===== config.mk =====
export PLATFORM = sky130hd
export DESIGN_NAME = fnv1a_hash_table_engine
export DESIGN_NICKNAME = d
export VERILOG_FILES = /design/src/fnvht_pkg.sv /design/src/fnvht_hash.sv /design/src/fnvht_store.sv /design/src/fnv1a_hash_table_engine.sv
export SDC_FILE = /design/constraint.sdc
export NUM_CORES = 2
export LEC_CHECK = 0
export ABC_AREA = 1
export CAP_MARGIN = 20
export CORE_MARGIN = 5
export CORE_UTILIZATION = 30
export CTS_BUF_LIST = sky130_fd_sc_hd__clkbuf_8
export CTS_CLUSTER_SIZE = 12
export DETAILED_ROUTE_END_ITERATION = 8
export DONT_BUFFER_PORTS = 1
export SLEW_MARGIN = 30
export SYNTH_ARGS = -nofsm -noshare
export SYNTH_HDL_FRONTEND = slang
export SYNTH_SLANG_ARGS = --single-unit

===== constraint.sdc =====
create_clock -name clk -period 6.3 [get_ports clk]
set_clock_uncertainty 0.05 [all_clocks]
set_input_delay 1.26 -clock clk [delete_from_list [all_inputs] [get_ports clk]]
set_output_delay 1.26 -clock clk [all_outputs]
set_load 0.05 [all_outputs]

===== src/fnvht_pkg.sv =====
// fnvht_pkg: shared types and constants for the fnv1a hash table engine
// no dependencies
package fnvht_pkg;

    localparam logic [31:0] FNV_BASIS      = 32'h811C9DC5;
    localparam logic [31:0] FNV_MULTIPLIER = 32'h01000193;

    localparam logic KIND_SET = 1'b0;
    localparam logic KIND_GET = 1'b1;

    typedef enum logic [2:0] {
        ST_IDLE,
        ST_HASH,
        ST_QUOT,
        ST_REM,
        ST_READ,
        ST_UPDATE,
        ST_OUT
    } state_t;

endpackage


===== src/fnvht_hash.sv =====
// fnvht_hash: iterative fnv-1a hash, one key byte per cycle
// depends on fnvht_pkg
module fnvht_hash #(
    parameter int KEY_BYTES = 4
) (
    input  logic        clk,
    input  logic        rst_n,
    input  logic        start,
    input  logic [31:0] key,
    output logic        done,
    output logic [31:0] hash
);

    localparam int CW = (KEY_BYTES > 4) ? $clog2(KEY_BYTES + 1) : 3;

    logic [31:0] hash_reg, hash_next;
    logic [CW-1:0] cnt_reg, cnt_next;
    logic busy_reg, busy_next;
    logic [7:0] b;

    always_comb
    begin
        b = 8'd0;
        if (cnt_reg < CW'(4))
        begin
            b = key[cnt_reg[1:0]*8 +: 8];
        end
    end

    always_comb
    begin
        hash_next = hash_reg;
        cnt_next  = cnt_reg;
        busy_next = busy_reg;
        if (start)
        begin
            hash_next = fnvht_pkg::FNV_BASIS;
            cnt_next  = '0;
            busy_next = 1'b1;
        end
        else if (busy_reg)
        begin
            hash_next = (hash_reg ^ {24'd0, b}) * fnvht_pkg::FNV_MULTIPLIER;
            cnt_next  = cnt_reg + CW'(1);
            if (cnt_reg == CW'(KEY_BYTES - 1))
            begin
                busy_next = 1'b0;
            end
        end
    end

    always_ff @(posedge clk or negedge rst_n)
    begin
        if (!rst_n)
        begin
            busy_reg <= 1'b0;
            cnt_reg  <= '0;
        end
        else
        begin
            busy_reg <= busy_next;
            cnt_reg  <= cnt_next;
        end
    end

    always_ff @(posedge clk)
    begin
        hash_reg <= hash_next;
    end

    assign done = busy_reg && (cnt_reg == CW'(KEY_BYTES - 1));
    assign hash = hash_next;

endmodule


===== src/fnvht_store.sv =====
// fnvht_store: bucket row memories for keys, values and valid bits
// no dependencies
module fnvht_store #(
    parameter int BUCKETS          = 16,
    parameter int SLOTS_PER_BUCKET = 4,
    parameter int BW               = 4
) (
    input  logic                               clk,
    input  logic                               rst_n,
    input  logic [BW-1:0]                      rd_addr,
    output logic [SLOTS_PER_BUCKET-1:0][31:0]  rd_keys,
    output logic [SLOTS_PER_BUCKET-1:0][31:0]  rd_values,
    output logic [SLOTS_PER_BUCKET-1:0]        rd_valid,
    input  logic                               wr_en,
    input  logic [BW-1:0]                      wr_addr,
    input  logic [SLOTS_PER_BUCKET-1:0]        wr_slot,
    input  logic [31:0]                        wr_key,
    input  logic [31:0]                        wr_value
);

    logic [SLOTS_PER_BUCKET-1:0][31:0] key_mem [BUCKETS];
    logic [SLOTS_PER_BUCKET-1:0][31:0] val_mem [BUCKETS];
    logic [SLOTS_PER_BUCKET-1:0] valid_reg [BUCKETS];

    always_ff @(posedge clk)
    begin
        if (wr_en)
        begin
            for (int s = 0; s < SLOTS_PER_BUCKET; s++)
            begin
                if (wr_slot[s])
                begin
                    key_mem[wr_addr][s] <= wr_key;
                    val_mem[wr_addr][s] <= wr_value;
                end
            end
        end
        rd_keys   <= key_mem[rd_addr];
        rd_values <= val_mem[rd_addr];
    end

    always_ff @(posedge clk or negedge rst_n)
    begin
        if (!rst_n)
        begin
            for (int i = 0; i < BUCKETS; i++)
            begin
                valid_reg[i] <= '0;
            end
            rd_valid <= '0;
        end
        else
        begin
            if (wr_en)
            begin
                valid_reg[wr_addr] <= valid_reg[wr_addr] | wr_slot;
            end
            rd_valid <= valid_reg[rd_addr];
        end
    end

endmodule


===== src/fnv1a_hash_table_engine.sv =====
// fnv1a_hash_table_engine: fnv-1a hashed key-value table with fixed bucket slots
// no new request is taken until the last one has passed the byte-serial hash loop, the
// bucket reduction, the row read and write-back and the output state
// the next request is taken in the cycle the result is shown, even while it is stalled
// reset clears all valid bits and the entry count at once; keys and values are not cleared
// depends on fnvht_pkg, fnvht_hash, fnvht_store
module fnv1a_hash_table_engine #(
    parameter int BUCKETS          = 16,
    parameter int SLOTS_PER_BUCKET = 4,
    parameter int KEY_BYTES        = 4,
    parameter int VALUE_BYTES      = 4
) (
    input  logic        clk,
    input  logic        rst_n,
    input  logic        in_valid,
    output logic        in_stall,
    input  logic        kind,
    input  logic [31:0] key,
    input  logic [31:0] value,
    input  logic [31:0] default_value,
    output logic        out_valid,
    input  logic        out_stall,
    output logic [31:0] result_value,
    output logic        hit,
    output logic        dropped,
    output logic [6:0]  entry_count
);

    localparam int BW = (BUCKETS > 1) ? $clog2(BUCKETS) : 1;
    localparam int TOTAL = BUCKETS * SLOTS_PER_BUCKET;
    localparam int CNTW = $clog2(TOTAL + 1);
    localparam logic [31:0] KMASK = (KEY_BYTES >= 4) ? 32'hFFFFFFFF
                                    : ((32'd1 << (8 * KEY_BYTES)) - 32'd1);
    localparam logic [31:0] VMASK = (VALUE_BYTES >= 4) ? 32'hFFFFFFFF
                                    : ((32'd1 << (8 * VALUE_BYTES)) - 32'd1);
    localparam logic [32:0] RECIP = 33'((64'd1 << 32) / BUCKETS);

    fnvht_pkg::state_t state_reg, state_next;
    logic        kind_reg;
    logic [31:0] key_reg, value_reg, dflt_reg;
    logic [BW-1:0] bucket_reg;
    logic [CNTW-1:0] count_reg, count_next;
    logic        out_valid_reg, out_valid_next;
    logic [31:0] res_reg, res_next;
    logic        hit_reg, hit_next, drop_reg, drop_next;

    logic        take;
    logic        hash_start, hash_done;
    logic [31:0] hash;
    logic [31:0] hval_reg, quot_reg;
    logic [63:0] recip_prod;
    logic [31:0] rem_raw, rem_fix;
    logic [SLOTS_PER_BUCKET-1:0][31:0] rd_keys, rd_values;
    logic [SLOTS_PER_BUCKET-1:0] rd_valid;
    logic        wr_en;
    logic [SLOTS_PER_BUCKET-1:0] wr_slot;
    logic [SLOTS_PER_BUCKET-1:0] match, free_one;
    logic        found, has_free;
    logic [31:0] found_val;

    assign take = in_valid && !in_stall;
    assign hash_start = take;

    // bucket index by reciprocal multiply, then one correcting subtract
    always_comb
    begin
        recip_prod = 64'(hval_reg) * 64'(RECIP);
        rem_raw    = hval_reg - quot_reg * 32'(BUCKETS);
        rem_fix    = (rem_raw >= 32'(BUCKETS)) ? rem_raw - 32'(BUCKETS) : rem_raw;
    end

    fnvht_hash #(.KEY_BYTES(KEY_BYTES)) u_hash (
        .clk   (clk),
        .rst_n (rst_n),
        .start (hash_start),
        .key   (key_reg),
        .done  (hash_done),
        .hash  (hash)
    );

    fnvht_store #(
        .BUCKETS          (BUCKETS),
        .SLOTS_PER_BUCKET (SLOTS_PER_BUCKET),
        .BW               (BW)
    ) u_store (
        .clk       (clk),
        .rst_n     (rst_n),
        .rd_addr   (bucket_reg),
        .rd_keys   (rd_keys),
        .rd_values (rd_values),
        .rd_valid  (rd_valid),
        .wr_en     (wr_en),
        .wr_addr   (bucket_reg),
        .wr_slot   (wr_slot),
        .wr_key    (key_reg),
        .wr_value  (value_reg)
    );

    always_comb
    begin
        found     = 1'b0;
        has_free  = 1'b0;
        found_val = '0;
        match     = '0;
        free_one  = '0;
        for (int s = 0; s < SLOTS_PER_BUCKET; s++)
        begin
            if (rd_valid[s] && rd_keys[s] == key_reg && !found)
            begin
                found     = 1'b1;
                match[s]  = 1'b1;
                found_val = rd_values[s];
            end
            if (!rd_valid[s] && !has_free)
            begin
                has_free    = 1'b1;
                free_one[s] = 1'b1;
            end
        end
    end

    always_comb
    begin
        state_next = state_reg;
        unique case (state_reg)
            fnvht_pkg::ST_IDLE:   if (take) state_next = fnvht_pkg::ST_HASH;
            fnvht_pkg::ST_HASH:   if (hash_done) state_next = fnvht_pkg::ST_QUOT;
            fnvht_pkg::ST_QUOT:   state_next = fnvht_pkg::ST_REM;
            fnvht_pkg::ST_REM:    state_next = fnvht_pkg::ST_READ;
            fnvht_pkg::ST_READ:   state_next = fnvht_pkg::ST_UPDATE;
            fnvht_pkg::ST_UPDATE: state_next = fnvht_pkg::ST_OUT;
            fnvht_pkg::ST_OUT:    if (!out_valid_reg || !out_stall)
                                      state_next = fnvht_pkg::ST_IDLE;
            default:              state_next = fnvht_pkg::ST_IDLE;
        endcase
    end

    always_comb
    begin
        in_stall       = (state_reg != fnvht_pkg::ST_IDLE);
        wr_en          = 1'b0;
        wr_slot        = '0;
        count_next     = count_reg;
        res_next       = res_reg;
        hit_next       = hit_reg;
        drop_next      = drop_reg;
        out_valid_next = out_valid_reg && out_stall;
        if (state_reg == fnvht_pkg::ST_UPDATE)
        begin
            hit_next  = found;
            drop_next = 1'b0;
            if (kind_reg == fnvht_pkg::KIND_SET)
            begin
                if (found)
                begin
                    wr_en    = 1'b1;
                    wr_slot  = match;
                    res_next = value_reg;
                end
                else if (has_free)
                begin
                    wr_en      = 1'b1;
                    wr_slot    = free_one;
                    res_next   = value_reg;
                    count_next = count_reg + CNTW'(1);
                end
                else
                begin
                    res_next  = '0;
                    drop_next = 1'b1;
                end
            end
            else
            begin
                res_next = found ? found_val : dflt_reg;
            end
        end
        if (state_reg == fnvht_pkg::ST_OUT && (!out_valid_reg || !out_stall))
        begin
            out_valid_next = 1'b1;
        end
    end

    always_ff @(posedge clk or negedge rst_n)
    begin
        if (!rst_n)
        begin
            state_reg     <= fnvht_pkg::ST_IDLE;
            count_reg     <= '0;
            out_valid_reg <= 1'b0;
        end
        else
        begin
            state_reg     <= state_next;
            count_reg     <= count_next;
            out_valid_reg <= out_valid_next;
        end
    end

    logic [31:0] res_hold_reg;
    logic        hit_hold_reg, drop_hold_reg;
    logic [CNTW-1:0] cnt_hold_reg;

    always_ff @(posedge clk)
    begin
        if (take)
        begin
            kind_reg  <= kind;
            key_reg   <= key & KMASK;
            value_reg <= value & VMASK;
            dflt_reg  <= default_value;
        end
        if (hash_done)
        begin
            hval_reg <= hash;
        end
        if (state_reg == fnvht_pkg::ST_QUOT)
        begin
            quot_reg <= recip_prod[63:32];
        end
        if (state_reg == fnvht_pkg::ST_REM)
        begin
            bucket_reg <= rem_fix[BW-1:0];
        end
        res_reg  <= res_next;
        hit_reg  <= hit_next;
        drop_reg <= drop_next;
        if (state_reg == fnvht_pkg::ST_OUT && (!out_valid_reg || !out_stall))
        begin
            res_hold_reg  <= res_reg;
            hit_hold_reg  <= hit_reg;
            drop_hold_reg <= drop_reg;
            cnt_hold_reg  <= count_reg;
        end
    end

    assign out_valid    = out_valid_reg;
    assign result_value = res_hold_reg;
    assign hit          = hit_hold_reg;
    assign dropped      = drop_hold_reg;
    assign entry_count  = (CNTW > 7 && cnt_hold_reg > 127) ? 7'd127 : 7'(cnt_hold_reg);

endmodule


==> flow_summary.yaml <==
run_status:
  status: "complete, no violations"
pwr:
  combPwrFrac: 0.142
  switching_share: 0.288
  vdd_drop_max_v: 0.000299
  clkPwrFrac: 0.332
  power.total_mw: 69.2
  p_switching_mw: 19.9
  power_density_nw_per_um2: 357
  leakage_nw: 62.0
  p_int_mw: 49.3
  power_frac_seq: 0.527
sta:
  rsz0062_at_grt: "false"
  relSlewSlack: 0.235
  finalHoldViolCount: 0
  setup_violations: 0
  fin_setup_tns_ns: 0
  setup_ws_ns: 1.36
  finalCritPeriodShare: 0.785
  layout_min_cycle_time_ns: 4.94
  holdWs_ns: 0.0952
  tightest_slew_ns: 1.15
  drv_slew: 0
  max_freq_ghz: 0.202
setup_path:
  crit_required_ns: 7.07
  path_max_fanout: 47
  worst_setup_path_end_kind: "flip-flop"
  cp.arrival_ns: 5.71
  path_class: "reg -> reg"
  startpoint_type: "flip-flop"
drt:
  dr.pass1.iters: 6
  routedWlPerCell_um: 27.6
  ant_nets: 0
  via_per_inst: 5.33
  wirelength_um: 523000
  drc: 0
  drt_first_iter_violations: 13231
  vias: 100811
yosys:
  ys.warnings.count: 0
  ys_seq_elements: 4619
  synth_most_common_cell: "edfxtp_1"
  syn_area_um2: 169000
  synth_top_cell_by_area: "edfxtp_1"
  synth_ff_type: "edfxtp_1"
  syn_inst: 10364
  syn_nets: 10471
  yosysTopAreaCellShare: 0.762
  synth.distinct_cells: 39
  synth_common_cells: "edfxtp_1, a22oi_1, a21oi_1"
  ys_top_cells_by_area: "edfxtp_1, a22oi_1, dfxtp_1, a21oi_1, nand2_1"
  synth_edf_count: 4276
  ys_async_sr_fraction: 0.0180
  ys_seq_area_frac: 0.805
  syn_avg_cell_area_um2: 16.3
run:
  cap_violations: 0
final_layout:
  final_core_util: 0.346
  n_fill_cell: 52917
  drive_gt1_frac: 0.115
  area_growth_pct: 14.9
  design_area_um2: 194000
  fin_nets: 10962
  reg.largest.list: "u_store.key_mem x2048, u_store.val_mem x2048"
  fin_cells: 18919
clocking:
  cts-root-buf: "clkbuf_8"
  clock-sinks: 4619
  cts-resized-gates: 0
  post_cts_buffers: 0
  numCtsBuffers: 682
  cts_tree: "yes"
  path_clk_slew_ns: 0.07
  cts_buffer_depth: 4
  clock_latency_ns: 1.27
  htreeDepth: 6
floorplan:
  die_y_um: 759
  initial_utilization: 0.301
  fp.dieArea_um2: 577000
  fp-row-count: 275
  ioPinCount: 144
  die_w_um: 759
  core_area_um2: 561000
placement:
  routabilityCongestion: 0.923
  dp.cells: 17548
  placed_area_um2: 180000
  post-dp-hpwl_um: 286000
  portBuffers: 0
  dpl_worst_slack_ns: 1.27
global_routing:
  grt_start_max_net_pins: 163
  antenna_found_initial: 45
  grt_overflow: 0
  grt_pass1_wl_um: 735000
  grt_pass1_vias: 97182
  grtUsageTotal: 0.172
min_path:
  min_path_type: "in -> reg"
-- layout make-up --
cell class | instances | area, um2 | share of cell area
clock buffer | 733 | 10100 | 0.0521
tap | 7479 | 9360 | 0.0483
clock inverter | 516 | 2680 | 0.0138
inverter | 249 | 972 | 0.00502
sequential | 4619 | 136000 | 0.701
antenna | 20 | 50.0 | 0.000258
multi-input combinational | 4866 | 30100 | 0.155
timing repair buffer | 437 | 4750 | 0.0245
-- cell usage in the layout (no fill, tap or decap), types with 7 or more instances in the layout --
cell type / count
dlygate4sd3_1: 96
o22ai_1: 7
nand4_1: 61
inv_12: 7
dfrtp_1: 83
a22oi_1: 2072
inv_6: 11
clkinv_2: 31
buf_12: 91
xnor2_1: 51
bufinv_16: 10
or2_2: 13
diode_2: 20
or4_1: 256
o21ai_0: 97
nand2_1: 748
inv_2: 35
nor2_1: 168
nand3_1: 156
clkinv_1: 121
buf_4: 240
inv_8: 15
o21ai_1: 10
nor2_4: 72
nor2_2: 10
inv_1: 504
clkinvlp_4: 19
clkinv_8: 9
nor3_1: 11
clkbuf_8: 733
dfxtp_1: 260
and2_1: 19
edfxtp_1: 4276
xor2_1: 9
nand3b_1: 37
a21oi_1: 1036
-- power by group through the flow --
stage	Sequential [mW]	Clock, mW	Combinational, mW
floorplan	37.2	0	4.99
global placement	37.1	0	9.61
detailed placement	37.1	0	9.63
CTS	36.5	23.3	9.75
global route	36.5	24.8	10.5
finish	36.4	22.9	9.81
-- critical path: stages (launching register included) --
cell and delay, ns:
edfxtp_1 0.97, inv_1 0.15, nand2_1 0.16, nand2_1 0.06, nor2_1 0.10, nand2_1 0.08, nor2_1 0.14, nand3_1 0.15
nor2_4 0.20, nor2_4 0.08, nand4_2 0.18, nand3_1 0.14, inv_1 0.12, nand2_1 0.25, nor2_4 0.80, buf_6 0.50
-- path summary, 6_finish.rpt --
path | startpoint | endpoint | slack [ns] | cells after the start
max in group asynchronous | rst_n | u_store.rd_valid[3] | 5.26 | 2
min in group asynchronous | rst_n | state_reg[2] | 0.58 | 2
hold reg to reg | res_reg[6] | result_value[6] | 0.37 | 0
setup reg to reg | key_reg[4] | u_store.val_mem[8][65] | 1.36 | 15
setup / recovery | key_reg[4] | u_store.val_mem[8][65] | 1.36 | 15
hold / removal | key[16] | key_reg[16] | 0.1 | 0
-- cells by family after synthesis --
logic type,after synthesis,share of synthesized area
AO/OA/AOI/OAI,3231,0.127
XOR/XNOR,60,0.00312
adder cells (fa/ha/maj),6,0.000445
buffers and inverters,879,0.0197
flip-flops,4619,0.805
AND/OR/NAND/NOR,1569,0.0446
-- layer usage --
metal / GRT usage / wire (um) / vias to the layer above
met1: 0.241 / 218000 / 52259
met5: 0 / 149 / -
li1: - / - / 42425
met3: 0.0334 / 46800 / 809
met2: 0.271 / 240000 / 5296
met4: 0.0552 / 16800 / 22
-- repair_timing --
item | in CTS | in global routing
hold buffers | 97 | 0
endpoints found under the hold margin | 178 | 0
setup endpoints to repair | 0 | 0
Power figures use the tool's default switching activity.
